$ cat config.mk
export PLATFORM = sky130hd
export DESIGN_NAME = lavm_out
export DESIGN_NICKNAME = d
export VERILOG_FILES = /design/src/hdl/lavm_pkg.sv /design/src/hdl/lavm_out.sv
export SDC_FILE = /design/constraint.sdc
export NUM_CORES = 1
export LEC_CHECK = 0
export BUFFER_PORTS_ARGS = -buffer_cell sky130_fd_sc_hd__buf_2
export CORE_AREA = 3 3 188 190
export DETAILED_ROUTE_END_ITERATION = 10
export DIE_AREA = 0 0 191 193
export PLACE_DENSITY_LB_ADDON = 0.12
export RECOVER_POWER = 100
export SLEW_MARGIN = 20
export SYNTH_ARGS = -nofsm -noshare
export SYNTH_HDL_FRONTEND = slang
export SYNTH_SLANG_ARGS = --single-unit
$ cat constraint.sdc
create_clock -name clock -period 21.9 [get_ports clock]
set_input_delay 2.19 -clock clock [delete_from_list [all_inputs] [get_ports clock]]
set_output_delay 2.19 -clock clock [all_outputs]
set_load 0.01 [all_outputs]
$ cat src/hdl/lavm_pkg.sv
`timescale 1ns / 1ps
`default_nettype none

package lavm_pkg;

   // Port widths
   localparam int WORD_W     = 32;
   localparam int DIFF_W     = WORD_W + 1;
   localparam int REQ_DATA_W = 6 * WORD_W;
   localparam int RSP_DATA_W = 3 * WORD_W;
   localparam int RSP_USER_W = 3;
   localparam int CSR_IDX_W  = 2;

   // Configuration register indexes
   localparam logic [CSR_IDX_W-1:0] CSR_UP_X = 2'd0;
   localparam logic [CSR_IDX_W-1:0] CSR_UP_Y = 2'd1;
   localparam logic [CSR_IDX_W-1:0] CSR_UP_Z = 2'd2;

   // Up vector after reset: (0, 1.0, 0) in Q16.16
   localparam logic [WORD_W-1:0] UP_X_RESET = 32'h0000_0000;
   localparam logic [WORD_W-1:0] UP_Y_RESET = 32'h0001_0000;
   localparam logic [WORD_W-1:0] UP_Z_RESET = 32'h0000_0000;

   // Row codes
   localparam logic [1:0] ROW_RIGHT = 2'd0;
   localparam logic [1:0] ROW_TRANS = 2'd3;

   // One camera job waiting for the core
   typedef struct packed {
      logic [2:0][WORD_W-1:0] eye;
      logic [2:0][DIFF_W-1:0] diff;
   } job_type;

   // One finished matrix: rows 0..2 axes, row 3 translation
   typedef struct packed {
      logic [3:0][2:0][WORD_W-1:0] row;
      logic                        deg;
   } matrix_type;

   typedef enum logic [3:0] {
      ST_IDLE,
      ST_ABS,
      ST_SCALE,
      ST_SQ,
      ST_SQRT,
      ST_DLD,
      ST_DIV,
      ST_X1,
      ST_X2,
      ST_DOT,
      ST_FIN
   } core_state_type;

endpackage

`default_nettype wire

$ cat src/hdl/lavm_out.sv
`timescale 1ns / 1ps
`default_nettype none

module lavm_out (
   input  wire logic                            clock,
   input  wire logic                            reset,
   input  wire logic                            mat_valid,
   output logic                                 mat_ready,
   input  wire lavm_pkg::matrix_type            mat,
   output logic                                 rsp_tvalid,
   input  wire logic                            rsp_tready,
   output logic [lavm_pkg::RSP_DATA_W-1:0]      rsp_tdata,
   output logic [lavm_pkg::RSP_USER_W-1:0]      rsp_tuser,
   output logic                                 rsp_tlast
);
   import lavm_pkg::*;

   matrix_type mat_ff;
   logic       busy_ff;
   logic [1:0] cnt_ff;
   logic       xfer;

   assign mat_ready  = !busy_ff;
   assign rsp_tvalid = busy_ff;
   assign rsp_tdata  = {mat_ff.row[cnt_ff][2], mat_ff.row[cnt_ff][1], mat_ff.row[cnt_ff][0]};
   assign rsp_tuser  = {mat_ff.deg, cnt_ff};
   assign rsp_tlast  = (cnt_ff == ROW_TRANS);
   assign xfer       = rsp_tvalid && rsp_tready;

   // Hold the matrix while its rows drain
   always_ff @(posedge clock) begin
      if (mat_valid && mat_ready) begin
         mat_ff <= mat;
      end
   end

   // Step through the four rows
   always_ff @(posedge clock) begin
      if (reset) begin
         busy_ff <= 1'b0;
         cnt_ff  <= ROW_RIGHT;
      end else if (mat_valid && mat_ready) begin
         busy_ff <= 1'b1;
         cnt_ff  <= ROW_RIGHT;
      end else if (xfer) begin
         cnt_ff <= cnt_ff + 2'd1;
         if (rsp_tlast) busy_ff <= 1'b0;
      end
   end

endmodule

`default_nettype wire

After elaboration in Yosys (flattened, before gate mapping)
Index checks and enable logic that the tools add are counted.
Storage, ports and cells
  word-level logic and storage cells: 30
  register bits after elaboration: 388
Cells by class
  eq/ne operators: 1
  $lt $le $gt $ge: 1
  multiplexer cells: 5
  reduce and logical (&&, ||, !) cells: 7
  add/subtract/negate cells: 1
Operators by type and width (number)
  binary-select mux 96 bit (select 2 bit): 1
  two-way mux 96 bit: 1
  nonzero test 2 bit: 2
  < comparator 2 x 3 -> 1 bit (second input constant): 1
  two-way mux 1 bit: 3
  adder 2 x 1 -> 2 bit (second input constant): 1
  equality test 2 bit (second input constant): 1
  logical AND 1 bit: 2
  AND reduction 2 bit: 1
  OR reduction 2 bit: 1
  zero test 1 bit: 1

Logic depth before layout (Yosys ltp)
  depth in word-level cells: 4
  depth in mapped cells: 6
  depth with buffers taken out: 3

Worst setup path after synthesis
OpenSTA, ideal clock, no wires.
  kind: input to register
  from: in mat_valid
  to: reg mat_ff[100] (netlist name) (enable)
  cell stages on the path: 1
  arrival: 18.716 ns
  required time: 20.723 ns
  setup slack: 2.007 ns
  cells stage by stage: nor2b_1
On the way
  word-level cells in the longest chain between the ends: 1
RTL lines
  from (decl): RTL line lavm_out.sv:7  | input wire logic mat_valid,
  logical AND 1 bit: RTL line lavm_out.sv:32  | if (mat_valid && mat_ready) begin
  to (signal assigned): RTL line lavm_out.sv:33  | mat_ff <= mat;
  to (decl): RTL line lavm_out.sv:18  | matrix_type mat_ff;
Every way passes these cells.
A chain may end at the register's enable or synchronous reset.

Worst setup path after layout
  from: in mat_valid
  to: reg mat_ff[17] (netlist name) (enable)
Same word-level chain as after synthesis.

==> run_results.csv <==
group,metric,value,unit
sta,clock_skew,10.2,ps
placement,dpl.hpwl,24.3,mm
run_status,status,"complete, but fails checks",
synthesis,avgSynthCellArea,27.0,µm²
global_route,track_usage,17.6,%
cts,clk_pin_slew,60,ps
synthesis,synth_seq_area_share,82.8,%
synthesis,synth.most_common_cell,"edfxtp_1",
cells_and_area,multiInputGateArea,2240,µm²
synthesis,synth_area_leaders,"edfxtp_1, mux4_2, dfxtp_1",
synthesis,ys_seq_elements,388,
cts,clockBufferDepth,3,
placement,gp_congestion,0.745,
cts,cts.sinks,388,
power_and_ir_drop,ir_drop,62.6,µV
global_route,grt_pass1_vias,8010,
flow_run,max_cap_viol_count,8,
drt,drc,0,
synthesis,syn-cell-area,14000,µm²
global_route,grt_max_degree,93,
sta,setup_tns,0,ps
cts,postCtsSetupBuffers,0,
synthesis,synth_enable_flop_cells,385,
placement,pre_cts_ws,16430,ps
cells_and_area,final_area,18100,µm²
drt,first_iter_violations,341,
cells_and_area,area_delta_synth_final,29.1,%
cells_and_area,num-fill-cells,2787,
cells_and_area,regArea,11600,µm²
synthesis,yosysTopAreaCell,"edfxtp_1",
cells_and_area,final_util,53.9,%
global_route,gr-total-overflow,0,
placement,dpl-instance-area,17000,µm²
sta,hold_violations,0,
floorplan,rows,67,
synthesis,ys_warn_count,0,
cts,cts_tree,"done",
hold_path,hold_path.class,"reg2reg",
synthesis,synthArstFlopShare,0,%
cts,hold_buffers,0,
synthesis,syn_inst,520,
power_and_ir_drop,p_per_area,91.5,nW/µm²
global_route,grt_pass1_wl,47.7,mm
floorplan,core,33600,µm²
sta,grt_setup_unrepaired,"no",
synthesis,syn-num-nets,910,
drt,wirelength,33.8,mm
drt,wire_per_inst,22.0,µm
sta,final_max_slew_viol_count,542,
sta,slew-limit-headroom,-219,%
placement,io_buffers,490,
floorplan,die_w,191,µm
cts,clk_latency,520,ps
synthesis,synthTopCellsByCount,"edfxtp_1, mux4_2, buf_2, buf_4, clkbuf_1",
cells_and_area,finalNonFillerCells,1532,
cts,htreeDepth,2,
floorplan,ioPinCount,491,
critical_path,path_class,"in2reg",
sta,setup_viol,0,
floorplan,die_y,193,µm
sta,worst_pin_slew,4790,ps
synthesis,ys.flop_type,"edfxtp_1",
critical_path,crit_path_start_kind,"input pin",
placement,dpl.cell_count,1442,
global_route,antenna_found_initial,18,
cts,cts_buffers,43,
critical_path,arrival,11350,ps
sta,clock.fmax,88.1,MHz
drt,ant_nets,0,
sta,fin_crit_sh,51.8,%
cts,root_buffer,"clkbuf_16",
drt,dr_total_vias,7415,
floorplan,die-area,36900,µm²
cells_and_area,drive_above_1_share,49.4,%
drt,drt_pass1_iterations,5,
drt,avgViaCountPerCell,4.84,
cells_and_area,layout.nets,1429,
cts,post_cts_resized,0,
sta,layout_setup_ws,10550,ps
power_and_ir_drop,p_leak,6.50,nW
synthesis,netlist.area_leader.share,82.4,%
sta,final.min_clock_period,11350,ps
critical_path,setup.worst_path.end_class,"flop",
floorplan,initial_utilization,41.7,%
synthesis,synth_cell_types,19,
run_status,violations,"capacitance limit, slew limit",
critical_path,crit_required,21900,ps
critical_path,cp_max_fo,92,
state kept, by name, indices dropped and copies added, names as in the netlist:
| signal | count |
|---|---|
| rsp_tvalid | 1 |
| mat_ff | 384 |
| rsp_tuser | 1 |
| cnt_ff | 2 |
worst paths after layout:
check | startpoint | end | slack (ps) | cells after the start
worst min-delay path | rsp_tvalid$_SDFFE_PP0P_ | rsp_tvalid$_SDFFE_PP0P_ | 630 | 2
worst max register to register | rsp_tvalid$_SDFFE_PP0P_ | mat_ff[17]$_DFFE_PP_ | 11970 | 4
worst max-delay path | mat_valid | mat_ff[17]$_DFFE_PP_ | 10550 | 5
worst min register to register | rsp_tvalid$_SDFFE_PP0P_ | rsp_tvalid$_SDFFE_PP0P_ | 630 | 2
layout by cell type (no fill, tap or decap), drive strengths merged, types with 2 or more instances in the layout:
cell,n
edfxtp,385
buf,380
clkbuf,172
bufinv,2
inv,2
mux4,96
clkinv,19
dfxtp,3
diode,14
nor2,3
report_power, final:
group | internal [W] | leakage [nW] | switching [W]
logic | 0.0000545 | 2.17 | 0.0000561
registers | 0.000872 | 3.69 | 0.0000110
clock network | 0.000396 | 0.641 | 0.000269
layer usage:
metal  GRT usage [%]  vias up  routed length (µm)
met5               0        -                  80
met4            6.69       12                1020
met3            7.27       72                3640
met2            30.3      335               17700
met1            19.8     3678               11300
li1                -     3318                   -
area by class of cell:
class	instances	share of cell area (%)
sequential	388	64.1
timing repair buffer	498	12.9
multi-input combinational	107	12.4
clock buffer	54	6.40
tap	448	3.09
clock inverter	22	0.822
antenna	14	0.193
inverter	1	0.0207
logic make-up after synthesis:
family | count (synthesis) | share of synthesized area [%]
muxes | 97 | 15.5
and+or+nand+nor | 5 | 0.178
adders and majority gates | 1 | 0.0891
xor gates and xnor gates | 1 | 0.0624
DFF | 388 | 82.8
buffers and inverters | 25 | 1.22
AOI/OAI and AO/OA | 3 | 0.160
critical path, stage by stage:
cell      delay [ps]
clkbuf_1         130
nor2b_2          150
clkbuf_1        2820
clkbuf_1        2440
clkbuf_1        3520
stage by stage:
stage | power (W) | hold WS (ps)
3_3_place_gp | 0.00101 | 632
6_report | 0.00166 | 628
2_1_floorplan | 0.000970 | 678
4_1_cts | 0.00168 | 643
3_5_place_dp | 0.00101 | 631
5_1_grt | 0.00173 | 670
Note: power is estimated with default switching activity, not from simulation.
