[config.mk]
export PLATFORM = sky130hd
export DESIGN_NAME = lavm_front
export DESIGN_NICKNAME = d
export VERILOG_FILES = /design/src/hdl/lavm_pkg.sv /design/src/hdl/lavm_front.sv
export SDC_FILE = /design/constraint.sdc
export NUM_CORES = 1
export LEC_CHECK = 0
export BUFFER_PORTS_ARGS = -buffer_cell sky130_fd_sc_hd__buf_4
export CORE_ASPECT_RATIO = 1.1
export CORE_MARGIN = 10
export CORE_UTILIZATION = 57
export CTS_BUF_LIST = sky130_fd_sc_hd__clkbuf_8
export DETAILED_ROUTE_END_ITERATION = 8
export MAX_ROUTING_LAYER = met4
export PLACE_DENSITY_LB_ADDON = 0.25
export SETUP_SLACK_MARGIN = 0.05
export SLEW_MARGIN = 10
export SYNTH_ARGS = -nofsm -noshare
export SYNTH_HDL_FRONTEND = slang
export SYNTH_SLANG_ARGS = --single-unit
[constraint.sdc]
create_clock -name clock -period 15.1 [get_ports clock]
set_clock_uncertainty 0.15 [all_clocks]
set_input_delay 3.02 -clock clock [delete_from_list [all_inputs] [get_ports clock]]
set_output_delay 3.02 -clock clock [all_outputs]
set_load 0.02 [all_outputs]
[src/hdl/lavm_pkg.sv]
`timescale 1ns / 1ps
`default_nettype none

package lavm_pkg;

   // Port widths
   localparam int WORD_W     = 32;
   localparam int DIFF_W     = WORD_W + 1;
   localparam int REQ_DATA_W = 6 * WORD_W;
   localparam int RSP_DATA_W = 3 * WORD_W;
   localparam int RSP_USER_W = 3;
   localparam int CSR_IDX_W  = 2;

   // Configuration register indexes
   localparam logic [CSR_IDX_W-1:0] CSR_UP_X = 2'd0;
   localparam logic [CSR_IDX_W-1:0] CSR_UP_Y = 2'd1;
   localparam logic [CSR_IDX_W-1:0] CSR_UP_Z = 2'd2;

   // Up vector after reset: (0, 1.0, 0) in Q16.16
   localparam logic [WORD_W-1:0] UP_X_RESET = 32'h0000_0000;
   localparam logic [WORD_W-1:0] UP_Y_RESET = 32'h0001_0000;
   localparam logic [WORD_W-1:0] UP_Z_RESET = 32'h0000_0000;

   // Row codes
   localparam logic [1:0] ROW_RIGHT = 2'd0;
   localparam logic [1:0] ROW_TRANS = 2'd3;

   // One camera job waiting for the core
   typedef struct packed {
      logic [2:0][WORD_W-1:0] eye;
      logic [2:0][DIFF_W-1:0] diff;
   } job_type;

   // One finished matrix: rows 0..2 axes, row 3 translation
   typedef struct packed {
      logic [3:0][2:0][WORD_W-1:0] row;
      logic                        deg;
   } matrix_type;

   typedef enum logic [3:0] {
      ST_IDLE,
      ST_ABS,
      ST_SCALE,
      ST_SQ,
      ST_SQRT,
      ST_DLD,
      ST_DIV,
      ST_X1,
      ST_X2,
      ST_DOT,
      ST_FIN
   } core_state_type;

endpackage

`default_nettype wire

[src/hdl/lavm_front.sv]
`timescale 1ns / 1ps
`default_nettype none

module lavm_front (
   input  wire logic                           clock,
   input  wire logic                           reset,
   input  wire logic                           req_tvalid,
   output logic                                req_tready,
   input  wire logic [lavm_pkg::REQ_DATA_W-1:0] req_tdata,
   output logic                                job_valid,
   input  wire logic                           job_pop,
   output lavm_pkg::job_type                   job
);
   import lavm_pkg::*;

   job_type    mem_ff [2];
   logic       wr_ptr_ff, rd_ptr_ff;
   logic [1:0] count_ff;
   logic       push;
   job_type    entry;

   // Form the eye-minus-target difference on the way in
   always_comb begin
      for (int i = 0; i < 3; i++) begin
         entry.eye[i]  = req_tdata[i*WORD_W +: WORD_W];
         entry.diff[i] = {req_tdata[i*WORD_W + WORD_W-1], req_tdata[i*WORD_W +: WORD_W]}
                       - {req_tdata[(i+3)*WORD_W + WORD_W-1],
                          req_tdata[(i+3)*WORD_W +: WORD_W]};
      end
   end

   assign req_tready = (count_ff != 2'd2);
   assign push       = req_tvalid && req_tready;
   assign job_valid  = (count_ff != 2'd0);
   assign job        = mem_ff[rd_ptr_ff];

   // Write the queue entry
   always_ff @(posedge clock) begin
      if (push) begin
         mem_ff[wr_ptr_ff] <= entry;
      end
   end

   // Advance pointers and fill count
   always_ff @(posedge clock) begin
      if (reset) begin
         wr_ptr_ff <= 1'b0;
         rd_ptr_ff <= 1'b0;
         count_ff  <= 2'd0;
      end else begin
         if (push) begin
            wr_ptr_ff <= ~wr_ptr_ff;
         end
         if (job_pop) begin
            rd_ptr_ff <= ~rd_ptr_ff;
         end
         count_ff <= count_ff + {1'b0, push} - {1'b0, job_pop};
      end
   end

endmodule

`default_nettype wire

; Word-level counts from Yosys, hierarchy flattened
; Memory sizes are Yosys's and may differ from the RTL's. A register that Yosys moved wholly into a read port is not among the register bits.
; Index checks and enable logic that the tools add are counted.
[word_totals]
reg_bits = 4
mem_bits_rw = 390
inputBits = 196
output_inout_bits = 197
word_cells = 18
n_memories = 1
[op_classes]
addsub = 5
eq_ne = 1
muxes = 4
bitwise = 2
n_reduce_logical = 2
[mem_list]
columns = name, words, width, rd, rd_ports_with_merged_regs, wr, line
row1 = mem_ff, 2, 195, 1, 1, 1, lavm_front.sv:16  ; job_type mem_ff [2];
[ops]
columns = op, n
row1 = subtractor 32 x 32 -> 33 bit, 3
row2 = two-way mux 1 bit, 4
row3 = adder 2 x 1 -> 2 bit, 1
row4 = != test 2 bit (second input constant), 1
row5 = NOT 1 bit, 2
row6 = nonzero test 2 bit, 1
row7 = subtractor 2 x 1 -> 2 bit, 1
row8 = logical AND 1 bit, 1

; Logic depth before layout (Yosys ltp)
; Gate-level depths: netlist of run 1.
[logic_depth]
word_depth = 4
depth_mapped = 11
ltp_nobuf = 11

; Least setup slack after synthesis of run 1
; No wires, ideal clock.
[synth_timing]
path_kind = input -> register
startpoint = input port req_tvalid
endpoint = memory mem_ff[0][0] in the netlist's numbering (enable)
setup_ps = 754
arrival_ps = 11203
required_time_ps = 14196
path_slack_ps = 2993
path_stages = 2
n_path_buf = 0
path_cell_list = nand2_1 -> nor2_1
[synth_via]
elab_chain_len = 3
[synth_lines]
columns = item, line
row1 = start: declaration, lavm_front.sv:7  ; input wire logic req_tvalid,
row2 = logical AND 1 bit, lavm_front.sv:33  ; assign push = req_tvalid && req_tready;
row3 = two-way mux 1 bit, lavm_front.sv:39  ; if (push) begin
row4 = two-way mux 1 bit (not written as such), lavm_front.sv:40  ; mem_ff[wr_ptr_ff] <= entry;
row5 = end: declaration, lavm_front.sv:16
; Every way passes these cells.

==> flow_summary.json, run 1 <==
{
  "synth_top_family_by_area": "multiplexers",
  "reg2reg_depth": 4,
  "clockBufferDepth": 3,
  "vias": 13258,
  "start_util": 0.574,
  "synth-compound-area-share": 0.0930,
  "synth_adder_area_share": 0.0659,
  "powerDensity_mw_per_mm2": 138,
  "portBuffers": 392,
  "io_pins": 393,
  "routed_wl_um": 49500,
  "finalCriticalPeriod_ns": 7.11,
  "leakagePower_nw": 9.98,
  "die_w_um": 196,
  "timing.hold.ws_ns": 0.378,
  "synthTopCellsByArea": "edfxtp_1 60%, mux2_2 11%, ha_1 6.3%",
  "root_buffer": "clkbuf_8",
  "relSlewSlack": 0.213,
  "synth_cells": 1438,
  "synth-xor-area-share": 0.0386,
  "tightest_slew_ns": 1.18,
  "clock_sink_count": 395,
  "layout-drive-gt1-share": 0.363,
  "final_core_util": 0.711,
  "synth_edf_count": 390,
  "fin_nets": 2155,
  "post-route-period-util": 0.471,
  "coreArea_mm2": 0.0340,
  "grt_max_degree": 196,
  "crit_path_top_delay_cell": "dfxtp_4",
  "yosysMostFrequentCell": "edfxtp_1",
  "hpwl_um": 35800,
  "async_flop_share": 0,
  "final_max_slew_viol_count": 0,
  "worst_slack_ns": 7.99,
  "cp-start-kind": "flip-flop",
  "grt.overflow.total": 0,
  "path_clk_slew_ns": 0.06,
  "critical_path.top_delay_family": "buffers and inverters",
  "grt_antenna_before_repair": 6,
  "dieArea_mm2": 0.0421,
  "fp.dieH_um": 214,
  "grt_pass1_wl_um": 75100,
  "drc": 0,
  "syn_area_per_cell_um2": 13.6,
  "ys_top_cells_by_count": "390 x edfxtp_1, 195 x mux2_2, 123 x inv_1",
  "drt_iter0_drc": 931,
  "yosysSeqAreaShare": 0.605,
  "post_cts_buffers": 0,
  "r2r-end": "mem_ff[0][73]",
  "postCtsHoldBufs": 0,
  "grt_pass1_vias": 13643,
  "synth_nets": 1735,
  "clk_latency_ns": 0.57,
  "endpoint_kind": "primary output",
  "min_path_cells": 2,
  "setup_viol": 0,
  "fin_cells": 2349,
  "area_delta_synth_final_pct": 23.9,
  "slowest_delay_ns": 1.08,
  "cp_num_buf_inv": 3,
  "crit_type": "reg -> out",
  "regToRegSetupSlack_ns": 12.40,
  "synthMuxAreaShare": 0.113,
  "placed_cell_area_mm2": 0.0229,
  "worstPathCellList": "buf_4 > buf_4 > mux2_2 > buf_4",
  "timing.rr.start": "count_ff[0]",
  "synth_top_area_share": 0.600,
  "pre_cts_slack_ns": 8.53,
  "hp-start": "rd_ptr_ff",
  "ys_types": 62,
  "wl_per_cell_um": 21.1,
  "max_freq_ghz": 0.141,
  "grtUsageTotal": 0.233,
  "cts_tree": "done",
  "first_pass_iters": 6,
  "rows": 71,
  "netlist_area_mm2": 0.0195,
  "ant_nets": 0,
  "synth-seq-cells": 395,
  "cts_resized": 0,
  "path_max_fanout": 78,
  "htree_levels": 3,
  "crit_required_ns": 11.93,
  "status": "finished, final reports clean",
  "cpMostUsedCell": "buf_4",
  "ys.flop_type": "edfxtp_1",
  "synth-simple-area-share": 0.0520,
  "final_hold_viol_count": 0,
  "yosys_warnings": 0,
  "cap_violations": 0,
  "via_per_inst": 5.64,
  "hp-class": "reg -> reg",
  "ir_drop_v": 0.000106,
  "finalPower_mw": 3.33,
  "cts_made_buffers": 66,
  "yosys.area.top_type": "edfxtp_1",
  "grt_setup_unrepaired": "false",
  "arrival_ns": 3.94,
  "final_cell_area_mm2": 0.0242,
  "dp.cells": 2228,
  "fin_setup_tns_ns": 0,
  "routabilityCongestion": 0.876
}
==> worst max-delay path by stage <==
stage               startpoint           end  slack, ns  cells after the start
floorplan           req_tvalid  mem_ff[0][0]       2.99                      2
global placement     flip-flop      job[100]       8.61                      4
detailed placement   flip-flop      job[181]       8.53                      4
CTS                  flip-flop      job[166]       7.90                      4
global route         flip-flop      job[182]       7.74                      4
finish               flip-flop      job[182]       7.99                      4
==> layout by cell type (no fill, tap or decap), drive strengths merged, types with 15 or more instances in the layout <==
cell type / synthesis / final
a21o: 48 / 48
a21oi: 79 / 79
a31oi: 15 / 15
buf: 1 / 396
clkbuf: 43 / 78
clkinv: 0 / 19
edfxtp: 390 / 390
ha: 98 / 98
inv: 123 / 138
mux2: 195 / 195
nand2: 70 / 70
nand3: 19 / 19
nor2: 49 / 49
o21a: 15 / 15
o21ai: 52 / 52
xnor2: 47 / 47
xor2: 39 / 39
==> report_power, final <==
group          switching, mW  internal, mW  leakage, nW
clock                  0.409         0.485        0.706
sequential            0.0581          1.46         3.68
combinational          0.541         0.381         5.60
==> worst min-delay path, stage by stage, from the launching register on <==
cell     delay [ns]
dfxtp_1        0.33
xnor2_1        0.09
nor2_1         0.08
==> cells by family (layout without fill, tap and decap cells) <==
group | after synthesis | in the layout
mux | 197 | 197
compound gates | 279 | 279
other cells | 0 | 6
simple gates | 213 | 213
xor+xnor | 86 | 86
flops | 395 | 395
fa+ha+maj | 101 | 101
buf+inv | 167 | 634
==> sequential cells by signal, indices dropped and copies added, names as in the netlist, named ones only <==
| signal | cells |
|---|---|
| mem_ff | 390 |
| count_ff | 2 |
| rd_ptr_ff | 1 |
| wr_ptr_ff | 1 |
==> cell type report <==
cell class	instances	area, µm²
flip-flops and latches	395	11800
diodes	6	15.0
inverters	123	462
well taps	438	548
clock inverters	37	184
multi-input cells	876	7100
clock buffers	78	1070
fillers	2313	9830
repair buffers	396	3000
==> routing by layer <==
metal  track usage  wire [µm]  vias to the layer above
met3        0.0585       3740                      121
met1         0.261      18800                     6350
met5             -          0                        -
met2         0.383      24900                      543
met4         0.109       2060                        0
li1              -          -                     6244
Power figures use the tool's default switching activity.
==> run 2, diff against run 1 <==
==> constraint.sdc (replaced) <==
create_clock -name clock -period 6.9 [get_ports clock]
set_clock_uncertainty 0.15 [all_clocks]
set_input_delay 1.38 -clock clock [delete_from_list [all_inputs] [get_ports clock]]
set_output_delay 1.38 -clock clock [all_outputs]
set_load 0.02 [all_outputs]
==> flow_summary.json, run 2 (synthesis results as in run 1) <==
{
  "internal_power_mw": 5.06,
  "rows": 71,
  "fin_setup_tns_ns": 0,
  "setup_viol": 0,
  "cp-start-kind": "flip-flop",
  "relSlewSlack": 0.267,
  "final_max_slew_viol_count": 0,
  "clock_sink_count": 395,
  "dieArea_mm2": 0.0421,
  "largest_reg_flops": 390,
  "hpwl_um": 34700,
  "cts_tree": "done",
  "finalCriticalPeriod_ns": 4.37,
  "routed_wl_um": 48200,
  "final_hold_viol_count": 0,
  "start_util": 0.574,
  "htree_levels": 3,
  "tightest_slew_ns": 1.10,
  "fin_nets": 2156,
  "status": "finished, final reports clean",
  "drt_iter0_drc": 877,
  "post_cts_buffers": 0,
  "timing.hold.ws_ns": 0.389,
  "coreArea_mm2": 0.0340,
  "arrival_ns": 2.84,
  "endpoint_kind": "primary output",
  "ant_nets": 0,
  "critical_path.top_delay_family": "flip-flops",
  "grt_max_degree": 139,
  "final_common_cell": "buf_4",
  "slowest_delay_ns": 0.85,
  "clockBufferDepth": 3,
  "grt_pass1_vias": 13986,
  "crit_end": "job[45]",
  "post-route-period-util": 0.634,
  "crit_path_top_delay_cell": "dfxtp_4",
  "grt.overflow.total": 0,
  "final_cell_mix": "394 x buf_4, 390 x edfxtp_1, 195 x mux2_2",
  "max_freq_ghz": 0.229,
  "cap_violations": 0,
  "root_buffer": "clkbuf_8",
  "top_regs": "mem_ff: 390 flops, count_ff: 2 flops",
  "regMostFlops": "mem_ff",
  "grt_antenna_before_repair": 6,
  "clk_latency_ns": 0.56,
  "r2r-end": "mem_ff[0][181]",
  "crit_required_ns": 5.37,
  "first_pass_iters": 6,
  "regToRegSetupSlack_ns": 4.12,
  "postCtsHoldBufs": 0,
  "p_seq_frac": 0.452,
  "crit_type": "reg -> out",
  "path_clk_slew_ns": 0.06,
  "pre_cts_slack_ns": 2.43,
  "via_per_inst": 5.64,
  "cts_made_buffers": 66,
  "drc": 0,
  "routabilityCongestion": 0.933,
  "path_max_fanout": 138,
  "ir_drop_v": 0.000217,
  "leakagePower_nw": 9.97,
  "io_pins": 393,
  "area_delta_synth_final_pct": 23.7,
  "grtUsageTotal": 0.229,
  "fp.dieH_um": 214,
  "wl_per_cell_um": 20.6,
  "portBuffers": 392,
  "reg2reg_depth": 4,
  "pwr-share-clk": 0.266,
  "combinationalPowerShare": 0.282,
  "fin_cells": 2345,
  "cts_resized": 0,
  "dp.cells": 2229,
  "grt_setup_unrepaired": "false",
  "layout-drive-gt1-share": 0.360,
  "hp-class": "reg -> reg",
  "worst-path-stages": 3,
  "grt_pass1_wl_um": 75100,
  "worstPathCellList": "buf_12 > mux2_2 > buf_4",
  "fill_cells": 2415,
  "power.share.switching": 0.304,
  "vias": 13215,
  "die_w_um": 196,
  "powerDensity_mw_per_mm2": 301,
  "cp_num_buf_inv": 2,
  "p_sw_mw": 2.20,
  "timing.rr.start": "count_ff[0]",
  "worst_slack_ns": 2.53
}
[run 2: cell types whose count changed in the layout (fill, tap and decap cells not counted)]
cell / previous run / this run
clkbuf_8: 78 / 69
inv_1: 138 / 141
bufinv_16: 1 / 3
buf_12: 2 / 3
clkinv_2: 9 / 8
[run 2: metrics by stage]
step / instance area (µm²) / utilization / total power [mW]
floorplan: 19500 / - / 4.58
global placement: 22900 / 0.674 / 5.33
detailed placement: 22900 / 0.674 / 5.39
CTS: 24100 / 0.710 / 7.34
global route: 24200 / 0.710 / 7.62
finish: 24200 / 0.710 / 7.26
[run 2: worst min path at each step]
stage / startpoint / end / slack (ns) / depth (start not counted)
floorplan: rd_ptr_ff / flip-flop / 0.33 / 2
global placement: rd_ptr_ff / rd_ptr_ff / 0.35 / 2
detailed placement: rd_ptr_ff / rd_ptr_ff / 0.38 / 2
CTS: rd_ptr_ff / rd_ptr_ff / 0.39 / 2
global route: rd_ptr_ff / flip-flop / 0.43 / 2
finish: rd_ptr_ff / rd_ptr_ff / 0.39 / 2
[run 2: tightest hold or removal path, stage by stage (launching register included)]
cell and delay (ns):
dfxtp_1 0.33, xnor2_1 0.08, nor2_1 0.08
[run 2: power groups by stage]
stage / logic [mW] / registers [mW] / clock network, mW
finish: 2.05 / 3.28 / 1.93
CTS: 2.07 / 3.29 / 1.98
detailed placement: 2.06 / 3.34 / 0
global placement: 2.03 / 3.31 / 0
floorplan: 1.25 / 3.34 / 0
global route: 2.20 / 3.32 / 2.10
[run 2: metal layers]
layer	GRT usage	wire [µm]	up-vias
met4	0.0998	1800	0
li1	-	-	6229
met2	0.375	24400	503
met5	-	0	-
met3	0.0536	3280	95
met1	0.263	18700	6388
[run 2: layout make-up]
| cell class | count | area [µm²] | share of cell area |
|---|---|---|---|
| Antenna cell | 6 | 15.0 | 0.000622 |
| Clock buffer | 69 | 950 | 0.0393 |
| Sequential cell | 395 | 11800 | 0.489 |
| Clock inverter | 41 | 250 | 0.0104 |
| Multi-Input combinational cell | 876 | 7100 | 0.294 |
| Timing Repair Buffer | 397 | 3020 | 0.125 |
| Inverter | 123 | 462 | 0.0191 |
| Tap cell | 438 | 548 | 0.0227 |
==> run 3, diff against run 2 <==
==> constraint.sdc (replaced) <==
create_clock -name clock -period 4.5 [get_ports clock]
set_clock_uncertainty 0.15 [all_clocks]
set_input_delay 0.9 -clock clock [delete_from_list [all_inputs] [get_ports clock]]
set_output_delay 0.9 -clock clock [all_outputs]
set_load 0.02 [all_outputs]
==> flow_summary.json, run 3 (synthesis results as in run 1) <==
{
  "status": "finished, final reports clean",
  "cts_tree": "done",
  "start_util": 0.574,
  "drc": 0,
  "grt_setup_unrepaired": "false",
  "pwr-share-clk": 0.258,
  "htree_levels": 3,
  "cp-start-kind": "primary input",
  "post-route-period-util": 0.774,
  "final_cell_area_mm2": 0.0241,
  "p_seq_frac": 0.456,
  "finalPower_mw": 11.0,
  "cp_num_buf_inv": 2,
  "via_per_inst": 5.61,
  "portBuffers": 392,
  "arrival_ns": 3.72,
  "fill_cells": 2338,
  "max_freq_ghz": 0.287,
  "fp.dieH_um": 214,
  "first_pass_iters": 5,
  "combinationalPowerShare": 0.286,
  "hpwl_um": 34600,
  "placed_cell_area_mm2": 0.0230,
  "root_buffer": "clkbuf_8",
  "crit_required_ns": 4.73,
  "final_core_util": 0.710,
  "endpoint_kind": "flip-flop",
  "clockBufferDepth": 3,
  "grtUsageTotal": 0.227,
  "final_max_slew_viol_count": 0,
  "fin_nets": 2160,
  "io_pins": 393,
  "post_cts_buffers": 0,
  "die_w_um": 196,
  "dp.cells": 2232,
  "cts_made_buffers": 67,
  "ir_drop_v": 0.000327,
  "worst_slack_ns": 1.02,
  "grt_antenna_before_repair": 5,
  "relSlewSlack": 0.323,
  "regMostFlops": "mem_ff",
  "leakagePower_nw": 9.97,
  "clk_latency_ns": 0.57,
  "routabilityCongestion": 0.939,
  "largest_reg_flops": 390,
  "tightest_slew_ns": 1.02,
  "hp-class": "in -> reg",
  "path_clk_slew_ns": 0.06,
  "powerDensity_mw_per_mm2": 456,
  "fin_cells": 2348,
  "pre_cts_slack_ns": 0.559,
  "finalCriticalPeriod_ns": 3.48,
  "cts_resized": 0,
  "cpMostUsedCell": "o21ai_0",
  "setup_viol": 0,
  "fin_setup_tns_ns": 0,
  "grt_pass1_vias": 13614,
  "layout-drive-gt1-share": 0.359,
  "wl_per_cell_um": 20.4,
  "cap_violations": 0,
  "worstPathCellList": "buf_4 > inv_1 > ha_1 > fa_1 > nor2b_1 > o21ai_0 > a21oi_1 > o21ai_0 > a21boi_1 > a31oi_1 > o21ai_0 > xor2_1",
  "slowest_delay_ns": 0.44,
  "final_hold_viol_count": 0,
  "register_area_mm2": 0.0118,
  "dieArea_mm2": 0.0421,
  "critical_path.top_delay_family": "compound AO/OA/AOI/OAI gates",
  "rows": 71,
  "vias": 13168,
  "p_sw_mw": 3.38,
  "drt_iter0_drc": 709,
  "path_max_fanout": 4,
  "final_common_cell": "buf_4",
  "ant_nets": 0,
  "routed_wl_um": 47900,
  "timing.hold.ws_ns": 0.365,
  "grt_pass1_wl_um": 74200,
  "coreArea_mm2": 0.0340,
  "crit_path_top_delay_cell": "a21boi_1",
  "top_regs": "mem_ff: 390 flops, count_ff: 2 flops",
  "final_cell_mix": "396 x buf_4, 390 x edfxtp_1, 195 x mux2_2",
  "grt.overflow.total": 0,
  "crit_type": "in -> reg",
  "area_delta_synth_final_pct": 23.7,
  "internal_power_mw": 7.64,
  "clock_sink_count": 395,
  "multi_input_area_mm2": 0.00711,
  "postCtsHoldBufs": 0,
  "power.share.switching": 0.307,
  "grt_max_degree": 135
}
run 3: cell types whose count changed in the layout (fill, tap and decap cells not counted), sizes merged:
| cell | change |
|---|---|
| diode | -1 |
| inv | +4 |
| clkinv | -2 |
| bufinv | -2 |
| clkinvlp | +1 |
| buf | +3 |
run 3: path summary, 6_finish.rpt:
| path | to | cells past startpoint | startpoint | slack (ns) |
|---|---|---|---|---|
| setup / recovery | mem_ff[1][90] | 12 | req_tdata[64] | 1.02 |
| hold / removal | mem_ff[0][136] | 1 | req_tdata[37] | 0.36 |
| setup reg to reg | mem_ff[1][192] | 3 | count_ff[0] | 2.33 |
| hold reg to reg | rd_ptr_ff | 2 | rd_ptr_ff | 0.37 |
run 3: metal layers:
metal | part of all wire | global-route usage | wire, µm | vias to the layer above
li1 | - | - | - | 6238
met1 | 0.39 | 0.259 | 18500 | 6310
met2 | 0.50 | 0.371 | 24100 | 508
met3 | 0.070 | 0.0564 | 3340 | 112
met4 | 0.040 | 0.102 | 1920 | 0
met5 | 0 | - | 0 | -
run 3: layout make-up:
type | instances | share of cell area
tap | 438 | 0.0227
multi-input combinational | 876 | 0.294
inverter | 123 | 0.0191
timing repair buffer | 400 | 0.126
clock inverter | 42 | 0.00829
sequential | 395 | 0.489
clock buffer | 69 | 0.0393
antenna | 5 | 0.000518
run 3: power groups by stage:
stage | Clock (mW) | Combinational [mW] | Sequential [mW]
6_report | 2.85 | 3.15 | 5.02
5_1_grt | 3.11 | 3.39 | 5.08
4_1_cts | 2.93 | 3.19 | 5.03
3_5_place_dp | 0 | 3.17 | 5.10
3_3_place_gp | 0 | 3.13 | 5.06
2_1_floorplan | 0 | 1.91 | 5.09
run 3: worst reg2reg max path: cells and delay by family (launching register included):
family                 cells  cell delay (ns)
buffers and inverters      1             0.75
and+or+nand+nor            2             0.45
DFF                        1             0.34
